[src/rtl/core/lfr_pkg.sv]
// Shared types and constants for the LFU replacement table.
// No dependencies; imported by lfr_scan and the top level.
package lfr_pkg;

   localparam int COUNT_W = 16;
   localparam int AGE_W   = 32;
   localparam int CAP_W   = 5;
   localparam int CMP_W   = 8;

   localparam logic [COUNT_W-1:0] COUNT_MAX = '1;
   localparam logic [CAP_W-1:0]   CAP_RESET = 5'd16;

   localparam logic OP_ACCESS = 1'b0;
   localparam logic OP_LIST   = 1'b1;

   typedef enum logic [1:0] {
      ST_IDLE,
      ST_SCAN,
      ST_DRAIN,
      ST_FINISH
   } lfr_state_type;

   // Outcome flags of one pass over the table
   typedef struct packed {
      logic match;
      logic free;
      logic victim;
      logic pick;
   } scan_flags_type;

endpackage

[src/rtl/core/lfr_store.sv]
// Entry memory (key, count, age) with one read and one write port,
// plus per-entry valid flops. Depends on nothing but its parameters.
module lfr_store #(
   parameter int ENTRIES = 16,
   parameter int AW      = 4,
   parameter int EW      = 56
) (
   input  logic          clock,
   input  logic          reset,
   input  logic [AW-1:0] rd_addr,
   output logic [EW-1:0] rd_data,
   output logic          rd_vld,
   input  logic          wr_en,
   input  logic [AW-1:0] wr_addr,
   input  logic [EW-1:0] wr_data
);

   logic [EW-1:0]      mem [ENTRIES];
   logic [ENTRIES-1:0] valid_ff;
   logic [EW-1:0]      rd_data_ff;
   logic               rd_vld_ff;

   always_ff @(posedge clock) begin
      if (wr_en) begin
         mem[wr_addr] <= wr_data;
      end
      rd_data_ff <= mem[rd_addr];
   end

   always_ff @(posedge clock) begin
      if (reset) begin
         valid_ff  <= '0;
         rd_vld_ff <= 1'b0;
      end else begin
         if (wr_en) begin
            valid_ff[wr_addr] <= 1'b1;
         end
         rd_vld_ff <= valid_ff[rd_addr];
      end
   end

   assign rd_data = rd_data_ff;
   assign rd_vld  = rd_vld_ff;

endmodule

[src/rtl/core/lfr_scan.sv]
// Shared compare unit: takes one entry per cycle while en is high and
// accumulates match, first free slot, LFU victim, held count and next
// key for read out. Depends on lfr_pkg.
module lfr_scan #(
   parameter int KEY_WIDTH = 8,
   parameter int AW        = 4,
   parameter int HW        = 5
) (
   input  logic                          clock,
   input  logic                          reset,
   input  logic                          clr,
   input  logic                          en,
   input  logic                          list_mode,
   input  logic                          have_prev,
   input  logic [KEY_WIDTH-1:0]          prev_key,
   input  logic [KEY_WIDTH-1:0]          probe_key,
   input  logic [AW-1:0]                 idx,
   input  logic                          ent_vld,
   input  logic [KEY_WIDTH-1:0]          ent_key,
   input  logic [lfr_pkg::COUNT_W-1:0]   ent_count,
   input  logic [lfr_pkg::AGE_W-1:0]     ent_age,
   output lfr_pkg::scan_flags_type       flags,
   output logic [HW-1:0]                 held,
   output logic [AW-1:0]                 match_idx,
   output logic [lfr_pkg::COUNT_W-1:0]   match_count,
   output logic [lfr_pkg::AGE_W-1:0]     match_age,
   output logic [AW-1:0]                 free_idx,
   output logic [AW-1:0]                 victim_idx,
   output logic [KEY_WIDTH-1:0]          victim_key,
   output logic [KEY_WIDTH-1:0]          pick_key,
   output logic [lfr_pkg::COUNT_W-1:0]   pick_count
);
   import lfr_pkg::*;

   scan_flags_type       flags_ff, flags_in;
   logic [HW-1:0]        held_ff, held_in;
   logic [AW-1:0]        match_idx_ff, match_idx_in;
   logic [COUNT_W-1:0]   match_count_ff, match_count_in;
   logic [AGE_W-1:0]     match_age_ff, match_age_in;
   logic [AW-1:0]        free_idx_ff, free_idx_in;
   logic [AW-1:0]        victim_idx_ff, victim_idx_in;
   logic [KEY_WIDTH-1:0] victim_key_ff, victim_key_in;
   logic [COUNT_W-1:0]   victim_count_ff, victim_count_in;
   logic [AGE_W-1:0]     victim_age_ff, victim_age_in;
   logic [KEY_WIDTH-1:0] pick_key_ff, pick_key_in;
   logic [COUNT_W-1:0]   pick_count_ff, pick_count_in;
   logic                 lower;
   logic                 above_prev;

   always_comb begin
      flags_in        = flags_ff;
      held_in         = held_ff;
      match_idx_in    = match_idx_ff;
      match_count_in  = match_count_ff;
      match_age_in    = match_age_ff;
      free_idx_in     = free_idx_ff;
      victim_idx_in   = victim_idx_ff;
      victim_key_in   = victim_key_ff;
      victim_count_in = victim_count_ff;
      victim_age_in   = victim_age_ff;
      pick_key_in     = pick_key_ff;
      pick_count_in   = pick_count_ff;

      // lowest count wins, oldest insert breaks a tie
      lower = !flags_ff.victim || (ent_count < victim_count_ff) ||
              ((ent_count == victim_count_ff) && (ent_age < victim_age_ff));
      above_prev = !have_prev || (ent_key > prev_key);

      if (clr) begin
         flags_in = '0;
         held_in  = '0;
      end else if (en) begin
         if (!ent_vld) begin
            if (!flags_ff.free) begin
               flags_in.free = 1'b1;
               free_idx_in   = idx;
            end
         end else begin
            held_in = held_ff + HW'(1);
            if (list_mode) begin
               if (above_prev && (!flags_ff.pick || (ent_key < pick_key_ff))) begin
                  flags_in.pick = 1'b1;
                  pick_key_in   = ent_key;
                  pick_count_in = ent_count;
               end
            end else begin
               if (ent_key == probe_key) begin
                  flags_in.match = 1'b1;
                  match_idx_in   = idx;
                  match_count_in = ent_count;
                  match_age_in   = ent_age;
               end
               if (lower) begin
                  flags_in.victim = 1'b1;
                  victim_idx_in   = idx;
                  victim_key_in   = ent_key;
                  victim_count_in = ent_count;
                  victim_age_in   = ent_age;
               end
            end
         end
      end
   end

   always_ff @(posedge clock) begin
      if (reset) begin
         flags_ff <= '0;
         held_ff  <= '0;
      end else begin
         flags_ff <= flags_in;
         held_ff  <= held_in;
      end
   end

   always_ff @(posedge clock) begin
      match_idx_ff    <= match_idx_in;
      match_count_ff  <= match_count_in;
      match_age_ff    <= match_age_in;
      free_idx_ff     <= free_idx_in;
      victim_idx_ff   <= victim_idx_in;
      victim_key_ff   <= victim_key_in;
      victim_count_ff <= victim_count_in;
      victim_age_ff   <= victim_age_in;
      pick_key_ff     <= pick_key_in;
      pick_count_ff   <= pick_count_in;
   end

   assign flags       = flags_ff;
   assign held        = held_ff;
   assign match_idx   = match_idx_ff;
   assign match_count = match_count_ff;
   assign match_age   = match_age_ff;
   assign free_idx    = free_idx_ff;
   assign victim_idx  = victim_idx_ff;
   assign victim_key  = victim_key_ff;
   assign pick_key    = pick_key_ff;
   assign pick_count  = pick_count_ff;

endmodule

[src/rtl/core/lfu_frame_replacement_top.sv]
// Top level of the LFU replacement table: sequencer, output register,
// capacity register. Depends on lfr_pkg, lfr_store and lfr_scan.
//
// Usage:
//   req_*  : one item per access (req_tuser = 0, key in req_tdata) or
//            read-out request (req_tuser = 1). Taken only while idle.
//   rsp_*  : an access gives one item; a read out gives one item per held
//            entry in ascending key order (one item if empty); tlast marks
//            the final item of a request.
//   csr_*  : capacity write, always ready; write only while idle.
// Timing: every request sweeps the entry memory through one compare unit,
//   one entry per cycle on a single read port with registered data.
//   An access completes before the next request is taken; a read out
//   makes one full sweep per listed entry.
// Reset: table empty, capacity 16, sequence zero; no clearing pass.
// Stall: the result sits in an output register; the next request is taken
//   while it waits, and the sequencer holds before loading another result.
module lfu_frame_replacement_top #(
   parameter int ENTRIES   = 16,
   parameter int KEY_WIDTH = 8
) (
   input  logic                                   clock,
   input  logic                                   reset,
   input  logic                                   req_tvalid,
   output logic                                   req_tready,
   input  logic                                   req_tuser,  // op
   input  logic [((KEY_WIDTH+7)/8)*8-1:0]         req_tdata,  // key
   output logic                                   rsp_tvalid,
   input  logic                                   rsp_tready,
   output logic [2:0]                             rsp_tuser,  // hit, evicted_valid,
                                                              // listed_valid
   output logic [((2*KEY_WIDTH+16+7)/8)*8-1:0]    rsp_tdata,  // evicted_key,
                                                              // listed_key, listed_count
   output logic                                   rsp_tlast,
   input  logic                                   csr_valid,
   output logic                                   csr_ready,
   input  logic [lfr_pkg::CAP_W-1:0]              csr_data    // capacity
);
   import lfr_pkg::*;

   localparam int AW     = (ENTRIES > 1) ? $clog2(ENTRIES) : 1;
   localparam int HW     = $clog2(ENTRIES + 1);
   localparam int EW     = KEY_WIDTH + COUNT_W + AGE_W;
   localparam int RSP_DW = ((2*KEY_WIDTH+16+7)/8)*8;

   lfr_state_type        state_ff, state_in;
   logic                 op_ff, op_in;
   logic [KEY_WIDTH-1:0] key_ff, key_in;
   logic [AW-1:0]        addr_ff, addr_in;
   logic                 pend_ff, pend_in;
   logic [AW-1:0]        pidx_ff, pidx_in;
   logic                 have_prev_ff, have_prev_in;
   logic [KEY_WIDTH-1:0] prev_key_ff, prev_key_in;
   logic [HW-1:0]        list_num_ff, list_num_in;
   logic [AGE_W-1:0]     seq_ff, seq_in;
   logic [CAP_W-1:0]     cap_ff;
   logic                 rsp_valid_ff, rsp_valid_in;
   logic [2:0]           rsp_user_ff, rsp_user_in;
   logic [RSP_DW-1:0]    rsp_data_ff, rsp_data_in;
   logic                 rsp_last_ff, rsp_last_in;

   logic                 wr_en;
   logic [AW-1:0]        wr_addr;
   logic [EW-1:0]        wr_data;
   logic [EW-1:0]        rd_data;
   logic                 rd_vld;
   logic                 scan_clr;
   logic                 out_free;
   logic                 list_last;
   logic [CMP_W-1:0]     cap_eff;
   logic [COUNT_W-1:0]   hit_count;

   scan_flags_type       flags;
   logic [HW-1:0]        held;
   logic [AW-1:0]        match_idx;
   logic [COUNT_W-1:0]   match_count;
   logic [AGE_W-1:0]     match_age;
   logic [AW-1:0]        free_idx;
   logic [AW-1:0]        victim_idx;
   logic [KEY_WIDTH-1:0] victim_key;
   logic [KEY_WIDTH-1:0] pick_key;
   logic [COUNT_W-1:0]   pick_count;

   // memory word layout: {age, count, key}
   lfr_store #(.ENTRIES(ENTRIES), .AW(AW), .EW(EW)) u_store (
      .clock   (clock),
      .reset   (reset),
      .rd_addr (addr_ff),
      .rd_data (rd_data),
      .rd_vld  (rd_vld),
      .wr_en   (wr_en),
      .wr_addr (wr_addr),
      .wr_data (wr_data)
   );

   lfr_scan #(.KEY_WIDTH(KEY_WIDTH), .AW(AW), .HW(HW)) u_scan (
      .clock       (clock),
      .reset       (reset),
      .clr         (scan_clr),
      .en          (pend_ff),
      .list_mode   (op_ff),
      .have_prev   (have_prev_ff),
      .prev_key    (prev_key_ff),
      .probe_key   (key_ff),
      .idx         (pidx_ff),
      .ent_vld     (rd_vld),
      .ent_key     (rd_data[KEY_WIDTH-1:0]),
      .ent_count   (rd_data[KEY_WIDTH +: COUNT_W]),
      .ent_age     (rd_data[KEY_WIDTH+COUNT_W +: AGE_W]),
      .flags       (flags),
      .held        (held),
      .match_idx   (match_idx),
      .match_count (match_count),
      .match_age   (match_age),
      .free_idx    (free_idx),
      .victim_idx  (victim_idx),
      .victim_key  (victim_key),
      .pick_key    (pick_key),
      .pick_count  (pick_count)
   );

   // capacity 0 acts as 1, above the built size as the built size
   always_comb begin
      cap_eff = CMP_W'(cap_ff);
      if (cap_ff == '0) begin
         cap_eff = CMP_W'(1);
      end else if (CMP_W'(cap_ff) > CMP_W'(ENTRIES)) begin
         cap_eff = CMP_W'(ENTRIES);
      end
   end

   assign hit_count = (match_count == COUNT_MAX) ? match_count : match_count + COUNT_W'(1);
   assign list_last = (list_num_ff + HW'(1)) == held;
   assign out_free  = !rsp_valid_ff || rsp_tready;

   always_comb begin
      state_in     = state_ff;
      op_in        = op_ff;
      key_in       = key_ff;
      addr_in      = addr_ff;
      pend_in      = 1'b0;
      pidx_in      = pidx_ff;
      have_prev_in = have_prev_ff;
      prev_key_in  = prev_key_ff;
      list_num_in  = list_num_ff;
      seq_in       = seq_ff;
      rsp_valid_in = rsp_valid_ff && !rsp_tready;
      rsp_user_in  = rsp_user_ff;
      rsp_data_in  = rsp_data_ff;
      rsp_last_in  = rsp_last_ff;
      wr_en        = 1'b0;
      wr_addr      = match_idx;
      wr_data      = {match_age, hit_count, key_ff};
      scan_clr     = 1'b0;
      req_tready   = (state_ff == ST_IDLE);

      case (state_ff)
         ST_IDLE: begin
            if (req_tvalid) begin
               op_in        = req_tuser;
               key_in       = req_tdata[KEY_WIDTH-1:0];
               addr_in      = '0;
               have_prev_in = 1'b0;
               list_num_in  = '0;
               scan_clr     = 1'b1;
               state_in     = ST_SCAN;
            end
         end
         ST_SCAN: begin
            pend_in = 1'b1;
            pidx_in = addr_ff;
            if (addr_ff == AW'(ENTRIES - 1)) begin
               state_in = ST_DRAIN;
            end else begin
               addr_in = addr_ff + AW'(1);
            end
         end
         ST_DRAIN: begin
            state_in = ST_FINISH;
         end
         ST_FINISH: begin
            if (out_free) begin
               rsp_valid_in = 1'b1;
               rsp_user_in  = 3'b000;
               rsp_data_in  = '0;
               rsp_last_in  = 1'b1;
               state_in     = ST_IDLE;
               if (op_ff == OP_ACCESS) begin
                  seq_in = seq_ff + AGE_W'(1);
                  if (flags.match) begin
                     wr_en          = 1'b1;
                     rsp_user_in[0] = 1'b1;
                  end else if ((CMP_W'(held) < cap_eff) && flags.free) begin
                     wr_en   = 1'b1;
                     wr_addr = free_idx;
                     wr_data = {seq_ff, COUNT_W'(1), key_ff};
                  end else if (flags.victim) begin
                     wr_en          = 1'b1;
                     wr_addr        = victim_idx;
                     wr_data        = {seq_ff, COUNT_W'(1), key_ff};
                     rsp_user_in[1] = 1'b1;
                     rsp_data_in    = RSP_DW'(victim_key);
                  end
               end else if (flags.pick) begin
                  rsp_user_in[2] = 1'b1;
                  rsp_data_in    = RSP_DW'({pick_count, pick_key, KEY_WIDTH'(0)});
                  rsp_last_in    = list_last;
                  prev_key_in    = pick_key;
                  have_prev_in   = 1'b1;
                  list_num_in    = list_num_ff + HW'(1);
                  if (!list_last) begin
                     scan_clr = 1'b1;
                     addr_in  = '0;
                     state_in = ST_SCAN;
                  end
               end
            end
         end
         default: begin
            state_in = ST_IDLE;
         end
      endcase
   end

   always_ff @(posedge clock) begin
      if (reset) begin
         state_ff     <= ST_IDLE;
         op_ff        <= OP_ACCESS;
         addr_ff      <= '0;
         pend_ff      <= 1'b0;
         have_prev_ff <= 1'b0;
         list_num_ff  <= '0;
         seq_ff       <= '0;
         cap_ff       <= CAP_RESET;
         rsp_valid_ff <= 1'b0;
      end else begin
         state_ff     <= state_in;
         op_ff        <= op_in;
         addr_ff      <= addr_in;
         pend_ff      <= pend_in;
         have_prev_ff <= have_prev_in;
         list_num_ff  <= list_num_in;
         seq_ff       <= seq_in;
         rsp_valid_ff <= rsp_valid_in;
         if (csr_valid) begin
            cap_ff <= csr_data;
         end
      end
   end

   always_ff @(posedge clock) begin
      key_ff      <= key_in;
      pidx_ff     <= pidx_in;
      prev_key_ff <= prev_key_in;
      rsp_user_ff <= rsp_user_in;
      rsp_data_ff <= rsp_data_in;
      rsp_last_ff <= rsp_last_in;
   end

   assign csr_ready  = 1'b1;
   assign rsp_tvalid = rsp_valid_ff;
   assign rsp_tuser  = rsp_user_ff;
   assign rsp_tdata  = rsp_data_ff;
   assign rsp_tlast  = rsp_last_ff;

endmodule

[config.mk]
export PLATFORM = sky130hd
export DESIGN_NAME = lfu_frame_replacement_top
export DESIGN_NICKNAME = d
export VERILOG_FILES = /design/src/rtl/core/lfr_pkg.sv /design/src/rtl/core/lfr_store.sv /design/src/rtl/core/lfr_scan.sv /design/src/rtl/core/lfu_frame_replacement_top.sv
export SDC_FILE = /design/constraint.sdc
export NUM_CORES = 1
export LEC_CHECK = 0
export BUFFER_PORTS_ARGS = -buffer_cell sky130_fd_sc_hd__buf_2
export CELL_PAD_IN_SITES_DETAIL_PLACEMENT = 1
export CELL_PAD_IN_SITES_GLOBAL_PLACEMENT = 1
export CORE_MARGIN = 2
export CORE_UTILIZATION = 50
export CTS_BUF_LIST = sky130_fd_sc_hd__clkbuf_16
export DETAILED_ROUTE_END_ITERATION = 8
export PLACE_DENSITY_LB_ADDON = 0.08
export SETUP_SLACK_MARGIN = 0.05
export SYNTH_ARGS = -nofsm -noshare
export SYNTH_HDL_FRONTEND = slang
export SYNTH_SLANG_ARGS = --single-unit
[constraint.sdc]
create_clock -name clock -period 4.9 [get_ports clock]
set_input_delay 0.49 -clock clock [delete_from_list [all_inputs] [get_ports clock]]
set_output_delay 0.49 -clock clock [all_outputs]
set_load 0.02 [all_outputs]
* Yosys cells after proc, flatten, opt, wreduce, memory -nomap -nowiden
Memory sizes are Yosys's and may differ from the RTL's. A register that Yosys moved wholly into a read port is not among the register bits.
Cells that the tools add are included.
** Word-level totals
- Flip-flop bits (word level) :: 274
- Memory bits (writable) :: 896
- Input port bits :: 19
- Output and inout port bits :: 39
- Logic and storage cells :: 174
- Memories :: 1
** Operators by class
- Add/sub/neg operators :: 5
- $lt $le $gt $ge :: 9
- Equality and inequality tests :: 15
- Multiplexer cells :: 67
- Bitwise logic cells :: 5
- Reductions and logical operators :: 38
** Memory list
- u_store.mem :: words 16, bits a word 56, read ports 1, clocked after memory_dff 1, wr ports 1, RTL line lfr_store.sv:18 : logic [EW-1:0] mem [ENTRIES];
** Operators with widths (count)
- $mux W56 :: 6
- $mux W32 :: 2
- $mux W4 :: 12
- $add A32 B1 Y32 const B :: 1
- $lt A32 B32 Y1 :: 1
- $mux W5 :: 6
- $mux W1 :: 27
- $mux W8 :: 3
- $reduce_and A4 Y1 :: 5
- $reduce_and A5 Y1 :: 4
- $add A16 B1 Y16 const B :: 1
- $eq A16 B16 Y1 :: 1
- $eq A16 B16 Y1 const B :: 1
- $lt A16 B16 Y1 :: 1
- $mux W16 :: 1
- $or A16 B16 Y16 :: 1
- $ne A2 B2 Y1 const B :: 6
- $pmux W4 S3 :: 1
- $add A5 B1 Y5 const B :: 2
- $lt A4 B5 Y1 const B :: 2
- $pmux W5 S2 :: 1
- $reduce_and A2 Y1 :: 5
- $eq A8 B8 Y1 :: 1
- $gt A8 B8 Y1 :: 1
- other kinds (27) :: 47

* Logic depth before layout (Yosys ltp)
- Word-level depth :: 15
- Depth in mapped cells :: 12
- Gate-level depth less buffers :: 10

* By module
From an unflattened synthesis, not the netlist that was laid out.
** Unflattened totals
- Cell total of the unflattened synthesis :: 2384
- Area total of the unflattened synthesis :: 46978.8 µm²
** By module, submodules not included
- lfr_store :: instances 1, cells an instance 1457, area each 35253.8 µm², seq. area each 28367.2 µm²
- lfr_scan :: instances 1, cells an instance 414, area each 6304.8 µm², seq. area each 4384.2 µm²
- lfu_frame_replacement_top :: instances 1, cells an instance 513, area each 5420.2 µm², seq. area each 2722.6 µm²

* Worst setup path before layout
Ideal clock, no wire load.
- Path kind :: reg2reg
- From :: register u_scan.victim_count_ff[12]
- To :: register u_scan.victim_age_ff[0] (enable)
- Data arrival time :: 4.435 ns
- Slack :: -0.033 ns
- Stages on the path, launching flop included :: 9
- Buffers on the path :: 0
- Cells stage by stage :: edfxtp_1 > inv_1 > ha_1 > or4_1 > o21ai_0 > a21oi_1 > a31oi_1 > a22oi_1 > a21oi_1
** Between the ends
- Cells in the longest elaborated chain, start to end :: 4
- Elaborated cells between the ends (all ways) :: 6
- Those cells by class :: 1 x order compare; 1 x eq/ne; 4 x reduce/logical
** RTL lines
- start, declared :: RTL line lfr_scan.sv:43 : logic [COUNT_W-1:0] victim_count_ff, victim_count_in;
- start signal, assigned :: RTL line lfr_scan.sv:122 : victim_count_ff <= victim_count_in;
- $lt A16 B16 Y1 / $eq A16 B16 Y1 (equally long branches) :: RTL line lfr_scan.sv:65, lfr_scan.sv:66
- $logic_or A1 B1 Y1 / $logic_and A1 B1 Y1 (equally long branches) :: RTL line lfr_scan.sv:65, lfr_scan.sv:66
- $logic_or A1 B1 Y1 (*) :: RTL line lfr_scan.sv:65 : lower = !flags_ff.victim || (ent_count < victim_count_ff) ||
- $reduce_and A5 Y1 (no line) (*)
- end signal, assigned :: RTL line lfr_scan.sv:123 : victim_age_ff <= victim_age_in;
- end, declared :: RTL line lfr_scan.sv:44 : logic [AGE_W-1:0] victim_age_ff, victim_age_in;
Every way passes the cells marked *; elsewhere a longest branch is shown, timed or not.
A chain may end at the register's enable or synchronous reset.

* Worst setup path in the final report
- From :: register state_ff[1]
- To :: memory u_store.mem[1][42] (enable)
** Between the ends
- Cells in the longest elaborated chain, start to end :: 4
- Elaborated cells between the ends (all ways) :: 5
- Those cells by class :: 1 x eq/ne; 4 x mux
** RTL lines
- start, declared :: RTL line lfu_frame_replacement_top.sv:46 : lfr_state_type state_ff, state_in;
- start signal, assigned :: RTL line lfu_frame_replacement_top.sv:237 : state_ff <= state_in;
- $eq A2 B2 Y1 (*) :: RTL line lfu_frame_replacement_top.sv:157 : case (state_ff)
- $mux W1 :: RTL line lfu_frame_replacement_top.sv:157
- $mux W1 :: RTL line lfr_store.sv:24 : if (wr_en) begin
- $mux W1 (not written as such) :: RTL line lfr_store.sv:25 : mem[wr_addr] <= wr_data;
- end, declared :: RTL line lfr_store.sv:18
Marks and branches as above.

==> run metrics <==
Post-Synthesis Cell Area 47,120 um2; cts bufs inserted 131; initial antenna violation count 6; final hold vios 0; Slowest-stage cell, CP nor2_4; Synth cell types 72; WHS 0.05864 ns; Synth Warn # 0; worst hold path class in2reg; die height 311.0 um; Slew @ Worst Pin 1.291 ns; post-synthesis sequential area ratio 0.7529; CP Class reg2reg; Worst EP required 5.31 ns; pin count of the biggest net entering global routing 104; root buf cell clkbuf_16; Final GP Congestion 0.8217; Avg Cell Area, Syn 19.63 um2; unrepaired setup endpoints after global routing false; CP endpoint kind flop; Worst Path Max Fanout 45; core footprint 93,330 um2; HPWL after DPL 68.54 mm; TritonRoute pass-1 iters 5; synthesized instance count 2,400; Clock Pin Slew Worst Setup and Hold Paths 0.06 ns; hold buffers post-CTS 13; clk_lat worst skew 0.74 ns; CTS tree built; vias in the first global route 24,910; Net Count, Synth 2,494; Rows 112; worst path cell trace ha_1, nor2b_1, nand2_1, nor2_2, and2_2, buf_4, a21o_1, nand2_1, nor2_4, buf_12; Ports 58; Die X 311.0 um; DR WL/cell 29.33 um; dominant synthesized flop cell edfxtp_1; Synth Area in XOR/XNOR 0.009108; postcts setup bufs 0; routed vias/inst 6.010; Synth Area in Simple Gates 0.04095; outcome finished, final reports clean; largest family of logic cells by synthesized area multiplexers; CTS resizes 0; final net count 2,657; htree depth 4; total negative slack 0 ns; Routed Antenna Nets 0; synthesis-to-layout area growth 13.75%; post-synthesis compound-gate area fraction 0.02284; Synth Register Bits 1,226; Pwr Density 438.7 nW/um2; number of max-cap violations 0; DRC 0; cell types with the highest counts after synthesis 1,092 x edfxtp_1, 285 x mux4_2, 147 x nand2_1; Synth top area share 0.6959; post-synthesis mux area share 0.1385; Final setup viols 0; Max Slew Vio Count 0; peak supply drop 0.0003080 V; Final min period 4.186 ns; fmax 238.9 MHz; first-pass GRT wire length 170.7 mm; Critical Path Max Stage Delay 0.61 ns; top cells by area, synth edfxtp_1 70%, mux4_2 14%, dfxtp_1 5.7%; Crit path top cell by count nand2_1; Tot GR Track Use 0.2433; Final period util 0.8543; Post-synth EDFFs 1,092; PortBufs 56; Synth area leader edfxtp_1; clk_skew 0.03193 ns; fraction of registers with async set/reset 0; Initial DRC Count 2,547; Clock Sinks 1,226; CTS Buffer Depth 3; Initial Util 0.5049; post-synthesis adder-cell area fraction 0.01992; final wirelength 115.1 mm; remaining global-route overflow 0; Static Leak 17.51 nW; Slew headroom 0.1360; Die Area 96,710 um2; via count 23,590; Worst EP arrival 4.59 ns; most frequent cell after synthesis edfxtp_1; layout cells sized above 1 0.2304; startpoint types flop
==> layout by cell type, fill, tap and decap left out, drive strengths merged, types with 10 or more instances in the layout <==
master / count
dfxtp: 134
buf: 111
dlygate4sd3: 13
nand3: 25
a21oi: 47
edfxtp: 1092
nor2b: 11
clkbuf: 132
o21ai: 33
a211oi: 10
nand2: 147
xnor2: 24
clkinv: 62
and2: 15
nand4: 27
xor2: 25
mux4: 285
a31oi: 10
or3: 10
ha: 75
and3: 25
a21o: 17
nor2: 101
inv: 126
nor3: 11
==> final timing paths <==
kind	start	endpoint	slack [ns]	cells past startpoint
max reg2reg	state_ff[1]$_SDFFE_PP0P_	u_store.mem[1][42]$_DFFE_PP_	0.71	10
max	state_ff[1]$_SDFFE_PP0P_	u_store.mem[1][42]$_DFFE_PP_	0.71	10
min reg2reg	u_store.rd_data[24]$_DFF_P_	u_scan.victim_age_ff[0]$_DFFE_PP_	0.45	0
min	req_tuser	op_ff$_SDFFE_PP0P_	0.06	3
==> flip-flops by register name (all words and copies together), names as in the netlist, 4 cells and up <==
name	cells
list_num_ff	5
u_scan.match_idx	4
u_store.valid_ff	16
u_scan.match_count	16
u_scan.victim_key	8
u_scan.held	5
addr_ff	4
u_store.mem	896
u_scan.pick_count	16
seq_ff	32
rsp_tdata	32
u_scan.victim_age_ff	32
prev_key_ff	8
u_scan.match_age	32
key_ff	8
u_scan.pick_key	8
u_scan.victim_count_ff	16
u_scan.free_idx	4
u_store.rd_data	56
u_scan.victim_idx	4
cap_ff	5
pidx_ff	4
u_scan.flags	4
==> per-layer routing <==
layer / global-route usage / share of wire / up-vias
li1: - / - / 9977
met1: 0.3671 / 0.45 / 12680
met2: 0.3707 / 0.46 / 781
met3: 0.04219 / 0.067 / 146
met4: 0.06434 / 0.020 / 2
met5: 0 / 0.00010 / -
==> stage by stage <==
step | instance area [um2] | cells | worst slack (ns) | util | power (mW)
6_report | 53600 | 3925 | 0.7138 | 0.5743 | 23.52
5_1_grt | 53590 | 3923 | 0.3325 | 0.5742 | 24.30
4_1_cts | 53590 | 3923 | 0.7338 | 0.5742 | 23.75
3_5_place_dp | 49400 | 3671 | 0.7676 | 0.5293 | 14.39
3_3_place_gp | 49400 | 3671 | 0.9031 | 0.5293 | 14.34
2_1_floorplan | 47120 | 2400 | -0.02081 | - | 13.60
==> critical path, delay by kind of cell, from the launching register on <==
family,cells,cell delay [ns]
buffers and inverters,2,0.80
adders and majority gates,1,0.39
AOI/OAI and AO/OA,1,0.23
DFF,1,0.40
and+or+nand+nor,6,1.99
==> cell type report <==
type	count	area [um2]
diodes	2	5.005
fillers	8080	39730
inverters	92	345.3
flip-flops and latches	1226	35490
clock buffers	132	3303
well taps	1254	1569
multi-input cells	988	11040
repair buffers	124	1086
clock inverters	107	757.0
==> power by group <==
part / switching (mW) / total [mW] / leakage, nW / internal [mW]
Clock: 4.02 / 9.36 / 2.10 / 5.33
Combinational: 1.08 / 2.17 / 4.47 / 1.09
Sequential: 0.401 / 12.0 / 11.0 / 11.6
==> cell families after synthesis <==
group,count (synthesis)
DFF,1226
and+or+nand+nor,406
other,1
xor gates and xnor gates,49
adders and majority gates,75
AOI/OAI and AO/OA,162
buffers and inverters,186
muxes,295
Note: power is estimated with default switching activity, not from simulation.
